===== src/rtl/mhmb_pkg.sv =====
// ----------------------------------------------------------------------------
// mhmb_pkg: shared definitions for the host/MCU mailbox
// Access codes, field widths and the bit positions of the port C flags.
// ----------------------------------------------------------------------------
`default_nettype none

package mhmb_pkg;

	localparam int unsigned OpW   = 4;
	localparam int unsigned ByteW = 8;

	typedef logic [ByteW-1:0] byte_t;

	typedef enum logic [OpW-1:0] {
		OP_HOST_RD = 4'd0,
		OP_HOST_WR = 4'd1,
		OP_A_RD    = 4'd2,
		OP_A_WR    = 4'd3,
		OP_A_DDR   = 4'd4,
		OP_C_RD    = 4'd5,
		OP_C_WR    = 4'd6,
		OP_C_DDR   = 4'd7,
		OP_STATUS  = 4'd8
	} op_t;

	// Port C strobe bits driven by the MCU.
	localparam int unsigned StrobeTakeBit = 2;
	localparam int unsigned StrobeSendBit = 3;
	// Flag bits shown on port C and in the status byte.
	localparam int unsigned FlagBit0 = 0;
	localparam int unsigned FlagBit1 = 1;

endpackage

`default_nettype wire


===== src/rtl/mhmb_core.sv =====
// ----------------------------------------------------------------------------
// mhmb_core: mailbox state and access decode
// Holds the port latches, direction registers, mailbox bytes and pending
// flags. The read byte is formed combinationally; state updates on fire.
// ----------------------------------------------------------------------------
`default_nettype none

module mhmb_core (
	input  wire logic            clk,
	input  wire logic            arst_n,
	input  wire logic            fire,
	input  wire mhmb_pkg::op_t   op,
	input  wire mhmb_pkg::byte_t wdata,
	output mhmb_pkg::byte_t      rdata
);

	mhmb_pkg::byte_t a_out_q, a_dir_q, a_in_q, c_out_q, c_dir_q;
	mhmb_pkg::byte_t to_host_q, from_host_q;
	logic            host_pend_q, mcu_pend_q;

	logic take_edge, send_edge;
	mhmb_pkg::byte_t c_flags, status;

	// A strobe fires on a driven bit that goes from 1 to 0.
	assign take_edge = c_dir_q[mhmb_pkg::StrobeTakeBit] & c_out_q[mhmb_pkg::StrobeTakeBit]
		& ~wdata[mhmb_pkg::StrobeTakeBit];
	assign send_edge = c_dir_q[mhmb_pkg::StrobeSendBit] & c_out_q[mhmb_pkg::StrobeSendBit]
		& ~wdata[mhmb_pkg::StrobeSendBit];

	always_comb begin
		c_flags = '0;
		c_flags[mhmb_pkg::FlagBit0] = host_pend_q;
		c_flags[mhmb_pkg::FlagBit1] = ~mcu_pend_q;
		status = '0;
		status[mhmb_pkg::FlagBit0] = ~host_pend_q;
		status[mhmb_pkg::FlagBit1] = ~mcu_pend_q;
	end

	always_comb begin
		unique case (op)
			mhmb_pkg::OP_HOST_RD: rdata = to_host_q;
			mhmb_pkg::OP_A_RD:    rdata = (a_out_q & a_dir_q) | (a_in_q & ~a_dir_q);
			mhmb_pkg::OP_C_RD:    rdata = (c_out_q & c_dir_q) | (c_flags & ~c_dir_q);
			mhmb_pkg::OP_STATUS:  rdata = status;
			default:              rdata = '0;
		endcase
	end

	always_ff @(posedge clk or negedge arst_n) begin
		if (!arst_n) begin
			a_out_q     <= '0;
			a_dir_q     <= '0;
			a_in_q      <= '0;
			c_out_q     <= '0;
			c_dir_q     <= '0;
			to_host_q   <= '0;
			from_host_q <= '0;
			host_pend_q <= 1'b0;
			mcu_pend_q  <= 1'b0;
		end else if (fire) begin
			unique case (op)
				mhmb_pkg::OP_HOST_RD: mcu_pend_q <= 1'b0;
				mhmb_pkg::OP_HOST_WR: begin
					from_host_q <= wdata;
					host_pend_q <= 1'b1;
				end
				mhmb_pkg::OP_A_WR:  a_out_q <= wdata;
				mhmb_pkg::OP_A_DDR: a_dir_q <= wdata;
				mhmb_pkg::OP_C_WR: begin
					if (take_edge) begin
						host_pend_q <= 1'b0;
						a_in_q      <= from_host_q;
					end
					if (send_edge) begin
						mcu_pend_q <= 1'b1;
						to_host_q  <= a_out_q;
					end
					c_out_q <= wdata;
				end
				mhmb_pkg::OP_C_DDR: c_dir_q <= wdata;
				default: ;
			endcase
		end
	end

endmodule

`default_nettype wire


===== src/rtl/mcu_host_mailbox_ports.sv =====
// ----------------------------------------------------------------------------
// mcu_host_mailbox_ports: two-way byte mailbox between a host and an MCU
// Each access word yields one read word; writes return zero.
// ----------------------------------------------------------------------------
//  channel  | dir | tdata bits                           | notes
//  s_axis   | in  | [3:0] op, [11:4] wdata, [15:12] zero | one access per word
//  m_axis   | out | [7:0] rdata                          | one word per access
//
//  An accepted word is held in an input register; when it fires, it is decoded
//  and applied to the mailbox state as its read word lands in the output
//  register, and one word per cycle is sustained while m_tready stays high.
//  The input register drains whenever the output register is empty or taken.
//  arst_n clears all mailbox state and both valid flags.
// ----------------------------------------------------------------------------
`default_nettype none

module mcu_host_mailbox_ports (
	input  wire logic        clk,
	input  wire logic        arst_n,
	input  wire logic        s_tvalid,
	output logic             s_tready,
	input  wire logic [15:0] s_tdata,  // [3:0] op, [11:4] wdata, [15:12] zero
	output logic             m_tvalid,
	input  wire logic        m_tready,
	output logic [7:0]       m_tdata   // [7:0] rdata
);

	logic            valid_s1;
	mhmb_pkg::op_t   op_s1;
	mhmb_pkg::byte_t wdata_s1;
	mhmb_pkg::byte_t rdata;
	logic            advance, fire;

	assign advance  = !m_tvalid || m_tready;
	assign fire     = valid_s1 && advance;
	assign s_tready = !valid_s1 || advance;

	always_ff @(posedge clk or negedge arst_n) begin
		if (!arst_n) begin
			valid_s1 <= 1'b0;
		end else if (s_tready) begin
			valid_s1 <= s_tvalid;
		end
	end

	always_ff @(posedge clk) begin
		if (s_tready && s_tvalid) begin
			op_s1    <= mhmb_pkg::op_t'(s_tdata[3:0]);
			wdata_s1 <= s_tdata[11:4];
		end
	end

	mhmb_core u_core (
		.clk    (clk),
		.arst_n (arst_n),
		.fire   (fire),
		.op     (op_s1),
		.wdata  (wdata_s1),
		.rdata  (rdata)
	);

	always_ff @(posedge clk or negedge arst_n) begin
		if (!arst_n) begin
			m_tvalid <= 1'b0;
		end else if (advance) begin
			m_tvalid <= valid_s1;
		end
	end

	always_ff @(posedge clk) begin
		if (fire) begin
			m_tdata <= rdata;
		end
	end

endmodule

`default_nettype wire


===== config.mk =====
export PLATFORM = sky130hd
export DESIGN_NAME = mcu_host_mailbox_ports
export DESIGN_NICKNAME = d
export VERILOG_FILES = /design/src/rtl/mhmb_pkg.sv /design/src/rtl/mhmb_core.sv /design/src/rtl/mcu_host_mailbox_ports.sv
export SDC_FILE = /design/constraint.sdc
export NUM_CORES = 1
export LEC_CHECK = 0
export ABC_AREA = 1
export BUFFER_PORTS_ARGS = -buffer_cell sky130_fd_sc_hd__buf_2
export CAP_MARGIN = 40
export CELL_PAD_IN_SITES_DETAIL_PLACEMENT = 1
export CELL_PAD_IN_SITES_GLOBAL_PLACEMENT = 1
export CORE_MARGIN = 2
export CORE_UTILIZATION = 49
export CTS_CLUSTER_DIAMETER = 30
export CTS_CLUSTER_SIZE = 24
export DETAILED_ROUTE_END_ITERATION = 12
export PLACE_DENSITY = 0.93
export SLEW_MARGIN = 20
export SYNTH_ARGS = -nofsm -noshare
export SYNTH_HDL_FRONTEND = slang
export SYNTH_SLANG_ARGS = --single-unit

===== constraint.sdc =====
create_clock -name clk -period 3.2 [get_ports clk]
set_input_delay 0.16 -clock clk [delete_from_list [all_inputs] [get_ports clk]]
set_output_delay 0.16 -clock clk [all_outputs]
set_load 0.02 [all_outputs]

-- After elaboration in Yosys (flattened, before gate mapping)
Cells that the tools add are included.
W data, S select, Z words.
- register bits: 80
- input bits: 20
- word-level logic and storage cells: 63
- equality and inequality tests: 10
- muxes and demuxes: 5
- bitwise logic cells: 16
- reduce and logical (&&, ||, !) cells: 18
- operators by type and width (cell ; count):
    $pmux W8 S4 ; 1
    $and A8 B8 Y8 ; 3
    $eq A4 B3 Y1 const B ; 4
    $not A8 Y8 ; 2
    $or A8 B8 Y8 ; 2
    $reduce_and A3 Y1 ; 4
    $reduce_and A2 Y1 ; 5
    $and A2 B8 Y8 ; 1
    $eq A4 B2 Y1 const B ; 2
    $and A1 B1 Y1 ; 4
    $eq A4 B1 Y1 const B ; 1
    $eq A4 B4 Y1 const B ; 1
    $logic_not A4 Y1 ; 1
    $ne A2 B1 Y1 const B ; 2
    $not A1 Y1 ; 4
    $pmux W1 S2 ; 2
    $reduce_bool A2 Y1 ; 2
    $logic_and A1 B1 Y1 ; 2
    $logic_not A1 Y1 ; 2
    $logic_or A1 B1 Y1 ; 2
    $mux W1 ; 2

-- Logic depth before layout (Yosys ltp)
- word-level depth: 4
- gate-level depth with buffers: 7
- gate-level depth less buffers: 7

-- Cells and area by module
From an unflattened synthesis, not the netlist that was laid out.
- cell total of the unflattened synthesis: 338
- area, all modules: 3338.2 sq um
- modules (own cells, without submodules) (module ; times used ; cells each ; area each (sq um) ; seq. area each (sq um)):
    mhmb_core ; 1 ; 306 ; 2642.5 ; 1451.4
    mcu_host_mailbox_ports ; 1 ; 32 ; 695.7 ; 650.6

-- Worst setup path after synthesis
No wires, ideal clock.
- kind: register to register
- start: register m_tvalid
- end: register u_core.c_out_q[6]
- library setup time: 119 ps
- arrival: 1352 ps
- required time: 3081 ps
- slack: 1729 ps
- cell stages (with the launch flop): 6
- path buffers: 1
- clock period less this slack: 1471 ps
- path through: dfrtp_1 a21oi_4 nand2_2 buf_6 nand2_1 o21ai_2
- cells in the longest elaborated chain, start to end: 4
- RTL lines (what ; RTL line ; RTL):
    from (decl) ; mcu_host_mailbox_ports.sv:23 ; output logic m_tvalid,
    from (signal assigned) ; mcu_host_mailbox_ports.sv:66 ; m_tvalid <= valid_s1;
    $logic_not A1 Y1 ; mcu_host_mailbox_ports.sv:34 ; assign advance = !m_tvalid || m_tready;
    $logic_or A1 B1 Y1 ; mcu_host_mailbox_ports.sv:34 ;
    $logic_and A1 B1 Y1 ; mcu_host_mailbox_ports.sv:35 ; assign fire = valid_s1 && advance;
    named net fire ; mcu_host_mailbox_ports.sv:32 ; logic advance, fire;
    $reduce_and A2 Y1 (no line) ; n/a ;
    to (signal assigned) ; mhmb_core.sv:78 ; c_out_q <= wdata;
    to (decl) ; mhmb_core.sv:17 ; mhmb_pkg::byte_t a_out_q, a_dir_q, a_in_q, c_out_q, c_dir_q;
The timed path passes the listed nets, and every way through them passes these cells.
A chain may end at the register's enable or synchronous reset.

-- Final worst setup path
- start: register op_s1[0]
- end: register u_core.a_dir_q[7]
- cells in the longest elaborated chain, start to end: 2
- RTL lines (what ; RTL line ; RTL):
    from (decl) ; mcu_host_mailbox_ports.sv:29 ; mhmb_pkg::op_t op_s1;
    from (signal assigned) ; mcu_host_mailbox_ports.sv:48 ; op_s1 <= mhmb_pkg::op_t'(s_tdata[3:0]);
    $eq A4 B3 Y1 ; mhmb_core.sv:61 ; unique case (op)
    $reduce_and A2 Y1 (no line) ; n/a ;
    to (signal assigned) ; mhmb_core.sv:68 ; mhmb_pkg::OP_A_DDR: a_dir_q <= wdata;
    to (decl) ; mhmb_core.sv:17 ;
Every way passes these cells.

==> impl_metrics.csv <==
group,metric,value,unit
worst_hold_path,whs_path_depth,3,
logic_synthesis,synth_cells,343,
clock_network,root_buffer,"clkbuf_8",
placement,dp_hpwl,5.52,mm
logic_synthesis,synth_cell_types,18,
routing,route.met2.wl,4.95,mm
floorplanning,core_area,0.00642,mm2
cells_and_area,nets,410,
setup_path,ff2ff_setup_slack,1180,ps
logic_synthesis,synth_area_per_cell,9.63,um2
cells_and_area,final_core_util,60.6,%
clock_network,cts_tree,"done",
clock_network,worstSkewPairLatency,360,ps
logic_synthesis,ys.flop_type,"dfrtp_1",
logic_synthesis,yosys-top-cells-area,"dfrtp_1 (45%), edfxtp_1 (18%), nand2_1 (14%)",
clock_network,max-clock-path-buffers,2,
worst_hold_path,worstHoldEndpoint,"valid_s1$_DFFE_PN0P_",
cells_and_area,area_growth,17.9,%
logic_synthesis,synthMostInstantiatedCell,"nand2_1",
routing,met1Wirelength,3.80,mm
routing,vias,2717,
clock_network,clock-sinks,80,
floorplanning,die_h,86.1,um
pwr,report.power.total,2.68,mW
setup_path,path_cells,"nor2_1, nand4_1, o21ai_0",
routing,vias_per_cell,5.76,
logic_synthesis,async_reset_ff_share,75.0,%
logic_synthesis,synth-edff-count,20,
setup_path,r2r_cells,3,
floorplanning,fp.dieW,86.1,um
floorplanning,die_area,0.00741,mm2
setup_path,cp_max_fo,16,
sta,fin_setup_tns,0,ps
setup_path,crit_type,"flip-flop to flip-flop",
routing,finalWirelength,9.42,mm
worst_hold_path,min-delay-start,"s_tvalid",
sta,rsz0062_at_grt,"no",
floorplanning,ios,30,
logic_synthesis,syn-num-nets,363,
setup_path,crit_buf_inv,0,
pwr,total_leakage_power,1.88,nW
logic_synthesis,yosysTopAreaCellShare,45.5,%
routing,first_iter_violations,196,
global_routing,grt_pass1_wl,15.5,mm
clock_network,h-tree-depth,3,
sta,tightest_slew,907,ps
routing,ant_nets,0,
sta,fin_crit,2020,ps
setup_path,critical_path_arrival,2260,ps
global_routing,antenna_found_initial,0,
routing,wl_met3,354,um
setup_path,r2r_end,"u_core.a_dir_q[7]$_DFFE_PN0P_",
pwr,ir_worst_vdd,393,uV
sta,fin_skew,4.54,ps
global_routing,overflow,0,
logic_synthesis,ys_seq_area_share,63.6,%
sta,setup_slack,1180,ps
setup_path,cpMaxStageDelayCell,"nand4_1",
floorplanning,rows,29,
floorplanning,start_util,51.4,%
global_routing,groute.usage.overall,28.4,%
placement,place_ws,1290,ps
clock_network,path_clk_slew,80,ps
sta,slew_violations,0,
logic_synthesis,yosys_warnings,0,
setup_path,critical_path_required,3440,ps
outcome,status,"complete, no violations",
sta,min_period_over_period,63.0,%
cells_and_area,layout-drive-gt1-share,15.2,%
sta,hold_violations,0,
placement,port_buffers,25,
cells_and_area,final_area,0.00389,mm2
setup_path,end_kind,"flip-flop",
pwr,power.density,687,mW/mm2
cells_and_area,diodes,0,
placement,globalplace.congestion,0.808,
setup_path,cpPeakStageDelay,630,ps
global_routing,grt_max_degree,30,
routing,drt-pass1-iter-count,4,
setup_path,path_delay_family,"simple AND/OR/NAND/NOR gates",
placement,placed_cell_area,0.00352,mm2
sta,maxSlewHeadroom,39.3,%
routing,wl_per_cell,20.0,um
sta,setup_viol,0,
clock_network,postCtsSetupBuffers,0,
run,cap_violations,0,
worst_hold_path,hold_path_class,"input pin to flip-flop",
setup_path,cp-start-kind,"flip-flop",
clock_network,cts_buffers,9,
logic_synthesis,synth_seq_cells,80,
routing,route.detailed.drc,0,
routing,top_layer,"met4",
global_routing,grt_pass1_vias,3016,
logic_synthesis,synthTopCellsByCount,"nand2_1 (121), dfrtp_1 (60), o21ai_0 (42)",
logic_synthesis,syn-cell-area,0.00330,mm2
logic_synthesis,synth_top_area_cell,"dfrtp_1",
sta,fmax,0.496,GHz
setup_path,reg2reg_from,"op_s1[0]$_DFFE_PP_",
==> timing repair <==
item | in CTS | in global routing
resized for setup | 0 | 0
hold buffers | 13 | 0
endpoints found under the hold margin | 23 | 0
==> layout by cell type, fill, tap and decap left out <==
cell type      Yosys  routed
nand2_1          121     121
dfrtp_1           60      60
o21ai_0           42      42
inv_1             30      30
nand3_1           30      30
buf_2              2      25
edfxtp_1          20      20
nor2_1            13      13
dlygate4sd3_1      0      13
clkbuf_8           0      11
o21ai_2            8       8
nand4_1            5       5
buf_4              1       3
nor2_2             2       2
nand2_4            2       2
bufinv_16          0       2
a21oi_4            1       1
nand3_2            1       1
o21ai_1            1       1
nand2_2            1       1
clkbuf_16          0       1
clkinv_2           0       1
clkinvlp_4         0       1
buf_12             0       1
==> state kept, by name (all words and copies together) (netlist names) <==
name	count
op_s1	4
u_core.from_host_q	8
u_core.to_host_q	8
u_core.mcu_pend_q	1
u_core.a_dir_q	8
valid_s1	1
u_core.c_dir_q	8
u_core.a_in_q	8
u_core.a_out_q	8
wdata_s1	8
u_core.host_pend_q	1
m_tvalid	1
m_tdata	8
u_core.c_out_q	8
==> cell families after synthesis <==
logic type	synth area share, %
AND/OR/NAND/NOR	22.3
AO/OA/AOI/OAI	9.13
flip-flops	63.6
buffers and inverters	4.96
==> stage by stage <==
step,instances,hold slack [ps]
2_1_floorplan,343,-136
3_3_place_gp,442,324
3_5_place_dp,443,76.9
4_1_cts,472,28.5
5_1_grt,472,74.6
6_report,472,51.1
==> power breakdown <==
| group | internal, mW | switching [mW] | total, mW | leakage, nW |
|---|---|---|---|---|
| Combinational | 0.133 | 0.239 | 0.372 | 0.775 |
| Clock | 0.528 | 0.380 | 0.908 | 0.124 |
| Sequential | 1.25 | 0.150 | 1.40 | 0.978 |
==> layer usage <==
| layer | up-vias | GRT usage [%] |
|---|---|---|
| li1 | 1213 | - |
| met1 | 1371 | 34.4 |
| met2 | 101 | 49.1 |
| met3 | 32 | 4.23 |
| met4 | 0 | 14.4 |
| met5 | - | 0 |
==> layout make-up <==
type | instances | area, um2
multi-input cells | 227 | 1040
clock inverters | 4 | 72.6
clock buffers | 12 | 176
flip-flops and latches | 80 | 2100
inverters | 30 | 113
repair buffers | 42 | 298
fillers | 704 | 2530
well taps | 77 | 96.3
==> worst reg2reg max path: cells and delay by family (launching register included) <==
kind / cells / cell delay, ps
and+or+nand+nor: 2 / 920
DFF: 1 / 490
AOI/OAI and AO/OA: 1 / 500
==> how the worst max path moves through the flow <==
stage,from,to,depth (start not counted)
floorplan,m_tvalid$_DFFE_PN0P_,u_core.c_out_q[6]$_DFFE_PN0P_,5
global placement,valid_s1$_DFFE_PN0P_,u_core.to_host_q[6]$_DFFE_PN0P_,5
detailed placement,op_s1[0]$_DFFE_PP_,u_core.a_dir_q[6]$_DFFE_PN0P_,3
CTS,op_s1[0]$_DFFE_PP_,u_core.a_dir_q[7]$_DFFE_PN0P_,3
global route,op_s1[0]$_DFFE_PP_,u_core.a_dir_q[7]$_DFFE_PN0P_,3
finish,op_s1[0]$_DFFE_PP_,u_core.a_dir_q[7]$_DFFE_PN0P_,3
Power figures use the tool's default switching activity.
